[src/sv/lzwst_pkg.sv]
// ============================================================================
// lzwst_pkg: shared types and constants of the LZW string table
// Field widths, table and stack sizes, mode/status/command codes.
// ============================================================================
package lzwst_pkg;

    // Table and string limits
    localparam int TABLE_DEPTH = 4096;
    localparam int MAX_LEN     = 64;

    // Field widths
    localparam int MODE_W   = 2;
    localparam int CODE_W   = 12;
    localparam int BYTE_W   = 8;
    localparam int POS_W    = 6;
    localparam int STATUS_W = 2;

    // Derived widths
    localparam int ADDR_W   = $clog2(TABLE_DEPTH);
    localparam int COUNT_W  = $clog2(TABLE_DEPTH + 1);
    localparam int LINK_W   = CODE_W + 1;
    localparam int STACK_AW = $clog2(MAX_LEN);
    localparam int DEPTH_W  = $clog2(MAX_LEN + 1);

    // Input modes
    localparam logic [MODE_W-1:0] MODE_ROOT   = 2'd0;
    localparam logic [MODE_W-1:0] MODE_EXTEND = 2'd1;
    localparam logic [MODE_W-1:0] MODE_SUFFIX = 2'd2;
    localparam logic [MODE_W-1:0] MODE_READ   = 2'd3;

    // Result status
    localparam logic [STATUS_W-1:0] STATUS_OK       = 2'd0;
    localparam logic [STATUS_W-1:0] STATUS_FULL     = 2'd1;
    localparam logic [STATUS_W-1:0] STATUS_UNKNOWN  = 2'd2;
    localparam logic [STATUS_W-1:0] STATUS_TOO_LONG = 2'd3;

    // Classified commands from front to back
    localparam int KIND_W = 3;
    localparam logic [KIND_W-1:0] KIND_ROOT     = 3'd0;
    localparam logic [KIND_W-1:0] KIND_EXTEND   = 3'd1;
    localparam logic [KIND_W-1:0] KIND_SUFFIX   = 3'd2;
    localparam logic [KIND_W-1:0] KIND_READ     = 3'd3;
    localparam logic [KIND_W-1:0] KIND_ERR_FULL = 3'd4;
    localparam logic [KIND_W-1:0] KIND_ERR_CODE = 3'd5;

    typedef struct packed {
        logic [KIND_W-1:0] kind;
        logic [CODE_W-1:0] code;
        logic [BYTE_W-1:0] value;
        logic [CODE_W-1:0] new_code;
    } cmd_t;

endpackage

[src/sv/lzwst_queue.sv]
// ============================================================================
// lzwst_queue: two-entry command queue
// Decouples request intake from table execution.
// ============================================================================
module lzwst_queue (
    input  logic            clk,
    input  logic            rst_n,
    input  logic            push,
    input  lzwst_pkg::cmd_t cmd_in,
    input  logic            pop,
    output lzwst_pkg::cmd_t cmd_out,
    output logic            empty,
    output logic            full
);

    lzwst_pkg::cmd_t slot_reg [2];
    logic            wr_ptr_reg;
    logic            wr_ptr_next;
    logic            rd_ptr_reg;
    logic            rd_ptr_next;
    logic [1:0]      count_reg;
    logic [1:0]      count_next;

    assign empty   = count_reg == 2'd0;
    assign full    = count_reg == 2'd2;
    assign cmd_out = slot_reg[rd_ptr_reg];

    // Advance pointers and count
    always_comb
    begin
        wr_ptr_next = push ? !wr_ptr_reg : wr_ptr_reg;
        rd_ptr_next = pop ? !rd_ptr_reg : rd_ptr_reg;
        count_next  = count_reg + {1'b0, push} - {1'b0, pop};
    end

    always_ff @(posedge clk or negedge rst_n)
    begin
        if (!rst_n)
        begin
            wr_ptr_reg <= 1'b0;
            rd_ptr_reg <= 1'b0;
            count_reg  <= 2'd0;
        end
        else
        begin
            wr_ptr_reg <= wr_ptr_next;
            rd_ptr_reg <= rd_ptr_next;
            count_reg  <= count_next;
        end
    end

    // Hold payload
    always_ff @(posedge clk)
    begin
        if (push)
        begin
            slot_reg[wr_ptr_reg] <= cmd_in;
        end
    end

endmodule

[config.mk]
export PLATFORM = sky130hd
export DESIGN_NAME = lzwst_queue
export DESIGN_NICKNAME = d
export VERILOG_FILES = /design/src/sv/lzwst_pkg.sv /design/src/sv/lzwst_queue.sv
export SDC_FILE = /design/constraint.sdc
export NUM_CORES = 1
export LEC_CHECK = 0
export ABC_AREA = 1
export BUFFER_PORTS_ARGS = -buffer_cell sky130_fd_sc_hd__buf_2
export CAP_MARGIN = 20
export CORE_ASPECT_RATIO = 0.5
export CORE_MARGIN = 5
export CORE_UTILIZATION = 47
export DETAILED_ROUTE_END_ITERATION = 7
export MAX_ROUTING_LAYER = met4
export PLACE_DENSITY = 0.72
export SYNTH_ARGS = -nofsm -noshare
export SYNTH_HDL_FRONTEND = slang
export SYNTH_SLANG_ARGS = --single-unit
[constraint.sdc]
create_clock -name clk -period 4.49 [get_ports clk]
set_input_delay 0.2245 -clock clk [delete_from_list [all_inputs] [get_ports clk]]
set_output_delay 0.2245 -clock clk [all_outputs]
set_load 0.03 [all_outputs]
==> impl_metrics.json <==
{
  "outcome": "completed",
  "crit_fanout": 38,
  "path_clk_slew_ns": 0.06,
  "dr.pass1.iters": 4,
  "power_mw": 2.66,
  "final.fill_count": 478,
  "cts_sinks": 74,
  "grt_use_total_pct": 14.5,
  "min_path_type": "in -> reg",
  "placed_area_sq_um": 3370,
  "seq_area_frac_synth_pct": 74.6,
  "post-cts-setup-buffers": 0,
  "layout.cells.non_filler": 382,
  "hpwl_um": 3510,
  "syn-cell-area_sq_um": 2950,
  "ios": 76,
  "worst_setup_path_start_kind": "register",
  "critPathCaptureType": "output port",
  "timing.fmax_ghz": 0.421,
  "final_hold_viol_count": 0,
  "cts_resized": 0,
  "ant_nets": 0,
  "routed_wl_um": 5000,
  "period_share_pct": 52.8,
  "syn_nets": 249,
  "fin_area_sq_um": 3680,
  "antenna_cells": 0,
  "final_cell_mix": "buf_2 (75), edfxtp_1 (70), inv_1 (42)",
  "ys_seq_elements": 74,
  "routabilityCongestion": 0.749,
  "yosysUniqueCellTypes": 12,
  "port_buffers": 75,
  "clk_latency_ns": 0.33,
  "arrival_ns": 2.15,
  "cts_tree": "yes",
  "grt_overflow": 0,
  "regToRegStartpoint": "wr_ptr_reg$_DFFE_PN0P_",
  "crit_path_start": "rd_ptr_reg$_DFFE_PN0P_",
  "postCtsHoldBufs": 1,
  "die_area_sq_um": 8060,
  "relSlewSlack_pct": 33.0,
  "power_density_nw_per_um2": 722,
  "yosysWarnings": 0,
  "grt_pass1_vias": 1811,
  "fin_tns_setup_ns": 0,
  "synthCells": 208,
  "grt_max_degree": 39,
  "viasPerCell": 4.50,
  "dp.cells": 365,
  "start_util_pct": 48.5,
  "cts_made_buffers": 9,
  "critical_path_class": "reg -> out",
  "hp-start": "cmd_in[6]",
  "drt_iter0_drc": 91,
  "largest_reg_flops": 70,
  "rows": 20,
  "cts_root_buffer": "clkbuf_16",
  "syn2layout_area_growth_pct": 24.8,
  "cp.required_ns": 4.27,
  "antenna_found_initial": 0,
  "die_w_um": 122,
  "p_leak_nw": 1.60,
  "dr_total_vias": 1719,
  "final_common_cell": "buf_2",
  "drc": 0,
  "cts_max_path_buffers": 2,
  "max_slew.worst_pin.slew_ns": 1.00,
  "max_cap_violations": 0,
  "die_height_um": 66.0,
  "rsz0062_at_grt": "false",
  "wl_per_cell_um": 13.1,
  "fin_skew_ns": 0.00490,
  "final_core_util_pct": 60.5,
  "syn_area_per_cell_sq_um": 14.2,
  "grt_pass1_wl_um": 8270,
  "core_region_area_sq_um": 6080,
  "slew_violations": 0,
  "final_net_count": 330,
  "layout-drive-gt1-share_pct": 42.2,
  "ir_drop_v": 0.000258,
  "seq_area_sq_um": 2200,
  "finalSetupViolCount": 0,
  "htree_levels": 3,
  "period_needed_ns": 2.37,
  "multi_input_area_sq_um": 504
}
[cell type report]
class                           instances  area share, %
Tap cell                               88           2.99
Timing Repair Buffer                   78           10.9
Clock buffer                           10           6.49
Multi-Input combinational cell         84           13.7
Inverter                               42           4.28
Sequential cell                        74           59.9
Clock inverter                          6           1.80
[through the flow]
| stage | worst slack [ns] | hold WS [ns] |
|---|---|---|
| CTS | 2.06 | 0.0679 |
| global placement | 2.50 | 0.0352 |
| detailed placement | 2.43 | 0.0375 |
| floorplan | 2.17 | -0.0711 |
| global route | 1.90 | 0.0652 |
| finish | 2.12 | 0.0799 |
[power by group]
part           internal [mW]  total (mW)  switching, mW
Combinational          0.261       0.926          0.665
Clock                  0.444       0.711          0.266
Sequential             0.921        1.02         0.0990
[Yosys cell counts]
cell	n	area, sq um
edfxtp_1	70	2100
inv_1	42	158
nand2_1	41	154
o21ai_2	29	254
buf_6	7	78.8
o21ai_1	6	30.0
dfrtp_1	4	100
nor2_1	3	11.3
ha_1	2	25.0
xor2_1	2	17.5
buf_8	1	15.0
nand3_1	1	5.00
[final timing paths]
| kind | to | slack [ns] | cells past startpoint |
|---|---|---|---|
| hold / removal | slot_reg[0][6]$_DFFE_PP_ | 0.08 | 1 |
| min in group asynchronous | wr_ptr_reg$_DFFE_PN0P_ | 0.22 | 2 |
| setup reg to reg | slot_reg[1][3]$_DFFE_PP_ | 2.73 | 3 |
| setup / recovery | cmd_out[1] | 2.12 | 4 |
| max in group asynchronous | rd_ptr_reg$_DFFE_PN0P_ | 4.13 | 2 |
| hold reg to reg | wr_ptr_reg$_DFFE_PN0P_ | 0.58 | 1 |
[per-layer routing]
metal | wire (um) | up-vias | global-route usage, % | part of all wire (%)
li1 | - | 866 | - | -
met1 | 1980 | 810 | 14.4 | 40
met2 | 2680 | 34 | 25.2 | 54
met3 | 266 | 9 | 6.92 | 5.3
met4 | 76 | 0 | 5.31 | 1.5
met5 | 0 | - | - | 0
[critical path, cell delays in order, from the launching register on]
cell     delay, ns
dfrtp_2       0.86
buf_4         0.50
nand2_1       0.09
o21ai_1       0.11
buf_2         0.23
[cells by family after synthesis]
logic type | Yosys count | synth area share [%]
flip-flops | 74 | 74.6
buffers and inverters | 50 | 8.52
AO/OA/AOI/OAI | 35 | 9.63
AND/OR/NAND/NOR | 45 | 5.77
adder cells (fa/ha/maj) | 2 | 0.848
XOR/XNOR | 2 | 0.594
No activity file was read; power rests on OpenSTA's default activity.
