## config.mk

```make
export PLATFORM = sky130hd
export DESIGN_NAME = lzwst_front
export DESIGN_NICKNAME = d
export VERILOG_FILES = /design/src/sv/lzwst_pkg.sv /design/src/sv/lzwst_front.sv
export SDC_FILE = /design/constraint.sdc
export NUM_CORES = 1
export LEC_CHECK = 0
export BUFFER_PORTS_ARGS = -buffer_cell sky130_fd_sc_hd__buf_2
export CAP_MARGIN = 30
export CORE_UTILIZATION = 46
export DETAILED_ROUTE_END_ITERATION = 6
export PLACE_DENSITY = 0.8
export SLEW_MARGIN = 25
export SYNTH_ARGS = -nofsm -noshare
export SYNTH_HDL_FRONTEND = slang
export SYNTH_SLANG_ARGS = --single-unit
```

## constraint.sdc

```tcl
create_clock -name clk -period 2.52 [get_ports clk]
set_input_delay 0.252 -clock clk [delete_from_list [all_inputs] [get_ports clk]]
set_output_delay 0.252 -clock clk [all_outputs]
set_load 0.01 [all_outputs]
```

## src/sv/lzwst_pkg.sv

```systemverilog
// ============================================================================
// lzwst_pkg: shared types and constants of the LZW string table
// Field widths, table and stack sizes, mode/status/command codes.
// ============================================================================
package lzwst_pkg;

    // Table and string limits
    localparam int TABLE_DEPTH = 4096;
    localparam int MAX_LEN     = 64;

    // Field widths
    localparam int MODE_W   = 2;
    localparam int CODE_W   = 12;
    localparam int BYTE_W   = 8;
    localparam int POS_W    = 6;
    localparam int STATUS_W = 2;

    // Derived widths
    localparam int ADDR_W   = $clog2(TABLE_DEPTH);
    localparam int COUNT_W  = $clog2(TABLE_DEPTH + 1);
    localparam int LINK_W   = CODE_W + 1;
    localparam int STACK_AW = $clog2(MAX_LEN);
    localparam int DEPTH_W  = $clog2(MAX_LEN + 1);

    // Input modes
    localparam logic [MODE_W-1:0] MODE_ROOT   = 2'd0;
    localparam logic [MODE_W-1:0] MODE_EXTEND = 2'd1;
    localparam logic [MODE_W-1:0] MODE_SUFFIX = 2'd2;
    localparam logic [MODE_W-1:0] MODE_READ   = 2'd3;

    // Result status
    localparam logic [STATUS_W-1:0] STATUS_OK       = 2'd0;
    localparam logic [STATUS_W-1:0] STATUS_FULL     = 2'd1;
    localparam logic [STATUS_W-1:0] STATUS_UNKNOWN  = 2'd2;
    localparam logic [STATUS_W-1:0] STATUS_TOO_LONG = 2'd3;

    // Classified commands from front to back
    localparam int KIND_W = 3;
    localparam logic [KIND_W-1:0] KIND_ROOT     = 3'd0;
    localparam logic [KIND_W-1:0] KIND_EXTEND   = 3'd1;
    localparam logic [KIND_W-1:0] KIND_SUFFIX   = 3'd2;
    localparam logic [KIND_W-1:0] KIND_READ     = 3'd3;
    localparam logic [KIND_W-1:0] KIND_ERR_FULL = 3'd4;
    localparam logic [KIND_W-1:0] KIND_ERR_CODE = 3'd5;

    typedef struct packed {
        logic [KIND_W-1:0] kind;
        logic [CODE_W-1:0] code;
        logic [BYTE_W-1:0] value;
        logic [CODE_W-1:0] new_code;
    } cmd_t;

endpackage

```

## src/sv/lzwst_front.sv

```systemverilog
// ============================================================================
// lzwst_front: request intake and classification
// Checks codes against the allocation count, assigns new codes, and queues
// a classified command for the back end.
// ============================================================================
module lzwst_front (
    input  logic                           clk,
    input  logic                           rst_n,
    input  logic                           in_valid,
    output logic                           in_stall,
    input  logic [lzwst_pkg::MODE_W-1:0]   mode,
    input  logic [lzwst_pkg::CODE_W-1:0]   code,
    input  logic [lzwst_pkg::BYTE_W-1:0]   byte_value,
    input  logic                           q_full,
    output logic                           q_push,
    output lzwst_pkg::cmd_t                q_cmd
);

    logic [lzwst_pkg::COUNT_W-1:0] next_free_reg;
    logic [lzwst_pkg::COUNT_W-1:0] next_free_next;
    logic                          known;
    logic                          table_full;
    logic                          alloc;

    assign in_stall   = q_full;
    assign q_push     = in_valid && !q_full;
    assign known      = lzwst_pkg::COUNT_W'(code) < next_free_reg;
    assign table_full = next_free_reg == lzwst_pkg::COUNT_W'(lzwst_pkg::TABLE_DEPTH);

    // Classify the request; unknown code wins over a full table
    always_comb
    begin
        q_cmd.code     = code;
        q_cmd.value    = byte_value;
        q_cmd.new_code = next_free_reg[lzwst_pkg::CODE_W-1:0];
        alloc          = 1'b0;
        unique case (mode)
            lzwst_pkg::MODE_ROOT:
            begin
                q_cmd.kind = table_full ? lzwst_pkg::KIND_ERR_FULL : lzwst_pkg::KIND_ROOT;
                alloc      = !table_full;
            end
            lzwst_pkg::MODE_EXTEND:
            begin
                if (!known)
                begin
                    q_cmd.kind = lzwst_pkg::KIND_ERR_CODE;
                end
                else if (table_full)
                begin
                    q_cmd.kind = lzwst_pkg::KIND_ERR_FULL;
                end
                else
                begin
                    q_cmd.kind = lzwst_pkg::KIND_EXTEND;
                    alloc      = 1'b1;
                end
            end
            lzwst_pkg::MODE_SUFFIX:
            begin
                q_cmd.kind = known ? lzwst_pkg::KIND_SUFFIX : lzwst_pkg::KIND_ERR_CODE;
            end
            lzwst_pkg::MODE_READ:
            begin
                q_cmd.kind = known ? lzwst_pkg::KIND_READ : lzwst_pkg::KIND_ERR_CODE;
            end
        endcase
    end

    // Advance the allocation count on an accepted new entry
    assign next_free_next = (q_push && alloc) ?
                            next_free_reg + lzwst_pkg::COUNT_W'(1) : next_free_reg;

    always_ff @(posedge clk or negedge rst_n)
    begin
        if (!rst_n)
        begin
            next_free_reg <= '0;
        end
        else
        begin
            next_free_reg <= next_free_next;
        end
    end

endmodule

```

==> results_dict.tcl <==
set metrics [dict create \
    grt_pass1_wl_um 4478 \
    ys.flop_type "dfrtp_1" \
    rsz0062_at_grt "no" \
    timing.rr.end "next_free_reg[1]$_DFFE_PN0P_" \
    antenna_found_initial 0 \
    grtUsageTotal 0.1818 \
    arrival_ps 2580 \
    pre_cts_slack_ps -45.53 \
    num_rows 18 \
    max-vdd-ir-drop_mv 0.5488 \
    setup_viol 0 \
    critPathCaptureType "register" \
    async_flop_share 1.000 \
    grt_max_degree 14 \
    num_vias 1008 \
    synth_cells 138 \
    synth_edf_count 0 \
    worstSetupStartpoint "next_free_reg[10]$_DFFE_PN0P_" \
    n_antenna_cell 0 \
    ff_latch_area_um2 325.3 \
    wl_um 2679 \
    synth_area_leaders "dfrtp_1 (25%), buf_4 (19%), ha_1 (12%), xnor2_1 (7.4%), nor4_2 (4.8%)" \
    leakagePower_nw 0.6535 \
    synth_top_area_share 0.2490 \
    drv_slew 0 \
    start_kind "register" \
    dpl.cell_count 184 \
    fin_crit_ps 2409 \
    r2r_slack_ps 110 \
    initial_core_util 0.5043 \
    cts_sinks 13 \
    yosysUniqueCellTypes 34 \
    hpwl_um 2297 \
    pin_count 63 \
    hold_viol 0 \
    cellPowerDensity_nw_per_um2 987.3 \
    ys_seq_area_frac 0.2490 \
    cp.required_ps 2690 \
    multiInputGateArea_um2 675.6 \
    clkLatencyLatePin_ps 280 \
    die_x_um 55.29 \
    worst_hold_path_type "input port to async pin" \
    reg2reg_depth 9 \
    yosysTopAreaCell "dfrtp_1" \
    area_growth_pct 7.088 \
    worst_pin_slew_ps 497.9 \
    numCtsBuffers 3 \
    ys_seq_elements 13 \
    synth_area_um2 1306 \
    fin_nets 200 \
    die_h_um 55.29 \
    status "completed" \
    coreArea_um2 2590 \
    grt_pass1_vias 1035 \
    fmax_ghz 0.4150 \
    finalHoldWorstSlack_ps 394.3 \
    drtAntennaViolNets 0 \
    htreeDepth 1 \
    final_cells 190 \
    clock_tree.root_cell "clkbuf_4" \
    largest_reg_flops 13 \
    design.die.area_um2 3057 \
    portBuffers 46 \
    grt.overflow.total 0 \
    critPathMaxFanout 12 \
    drv_cap 0 \
    postSynthAreaPerCell_um2 9.466 \
    num-fill-cells 231 \
    wl_per_cell_um 14.10 \
    avgViaCountPerCell 5.305 \
    synth_nets 177 \
    dr.pass1.iters 4 \
    critPathKind "register to register" \
    clock_path_buffers 2 \
    slew_headroom 0.6673 \
    period_share 0.9561 \
    drc 0 \
    reg2reg_from "next_free_reg[10]$_DFFE_PN0P_" \
    gp_congestion 0.8399 \
    drive_gt1_frac 0.4125 \
    drt_iter0_markers 18 \
    setup_slack_ps 110.6 \
    path_clk_slew_ps 90 \
    finClkSkew_ps 3.703 \
    ys.warnings.count 0 \
    cts_tree "built" \
]
[cell type report]
type / instances / share of cell area
Multi-Input combinational cell: 77 / 0.4830
Inverter: 13 / 0.03488
Timing Repair Buffer: 53 / 0.2039
Clock buffer: 4 / 0.01878
Sequential cell: 13 / 0.2326
Tap cell: 30 / 0.02683
[power by group]
group	internal, W	total (W)	switching (W)
sequential	0.000304	0.000396	0.0000920
combinational	0.000370	0.000849	0.000478
clock	0.0000615	0.000136	0.0000749
total	0.000736	0.00138	0.000645
[Yosys cell counts, types with 2 or more instances]
| library cell | count |
|---|---|
| o21ai_0 | 2 |
| inv_1 | 13 |
| xnor2_1 | 11 |
| buf_4 | 33 |
| and3_1 | 2 |
| nor3b_1 | 2 |
| a211oi_1 | 2 |
| nor4_2 | 5 |
| nand3_1 | 4 |
| nand4_1 | 2 |
| nor2_1 | 6 |
| dfrtp_1 | 13 |
| nor4b_1 | 3 |
| nand2_1 | 4 |
| nor4_4 | 2 |
| ha_1 | 13 |
| a21oi_1 | 4 |
[layer usage]
layer | up-vias | GRT usage | wire, um
li1 | 491 | - | -
met1 | 469 | 0.2128 | 1141
met2 | 42 | 0.3167 | 1329
met3 | 6 | 0.06792 | 192
met4 | 0 | 0.03571 | 15
met5 | - | 0 | 0
[per-stage QoR]
| stage | total power, W | TNS [ps] | area (um^2) | util |
|---|---|---|---|---|
| after floorplan | 0.001080 | 0 | 1306 | - |
| after global placement | 0.001187 | 0 | 1348 | 0.5203 |
| after detailed placement | 0.001234 | -45.53 | 1348 | 0.5203 |
| after CTS | 0.001379 | 0 | 1391 | 0.5372 |
| after global routing | 0.001496 | 0 | 1399 | 0.5401 |
| final | 0.001381 | 0 | 1399 | 0.5401 |
[layout by cell type, fill, tap and decap left out, types with 2 or more instances in the layout]
cell	n
o21ai_0	2
a21oi_1	4
and3_1	2
inv_1	13
xnor2_1	11
nor3b_1	2
ha_1	13
buf_2	46
nor4_2	5
nor2_1	6
nor4_4	2
nand3_1	4
nand4_1	2
buf_4	6
clkbuf_4	3
a211oi_1	2
nor4b_1	3
nand2_1	4
dfrtp_1	13
[logic make-up (layout without fill, tap and decap cells)]
kind of cell | count (synthesis) | after routing | share of synthesized area
compound gates | 14 | 14 | 0.07376
buf+inv | 48 | 70 | 0.2395
simple gates | 37 | 37 | 0.2241
mux | 1 | 1 | 0.008620
flops | 13 | 13 | 0.2490
xor+xnor | 12 | 12 | 0.08046
fa+ha+maj | 13 | 13 | 0.1245
[worst max-delay path, cell delays in order (launching register included)]
cell and delay, ps:
dfrtp_1 410, inv_1 100, ha_1 300, a211oi_1 70
o32ai_1 300, a31oi_2 90, buf_4 160, a21oi_4 430
nor2_1 150, mux2_2 290
[timing repair]
item | in CTS | in global routing
gates resized for setup | 1 | 0
hold buffers | 1 | 0
setup buffers | 0 | 1
hold endpoints to repair | 13 | 0
endpoints found under the setup margin | 1 | 2
[how the worst max path moves through the flow]
stage	endpoint	slack (ps)	cells after the start
floorplan	next_free_reg[11]$_DFFE_PN0P_	560	9
global placement	next_free_reg[1]$_DFFE_PN0P_	90	8
detailed placement	next_free_reg[1]$_DFFE_PN0P_	-50	8
CTS	q_cmd[32]	140	8
global route	q_cmd[32]	20	8
finish	next_free_reg[1]$_DFFE_PN0P_	110	9
Note: power is estimated with default switching activity, not from simulation.
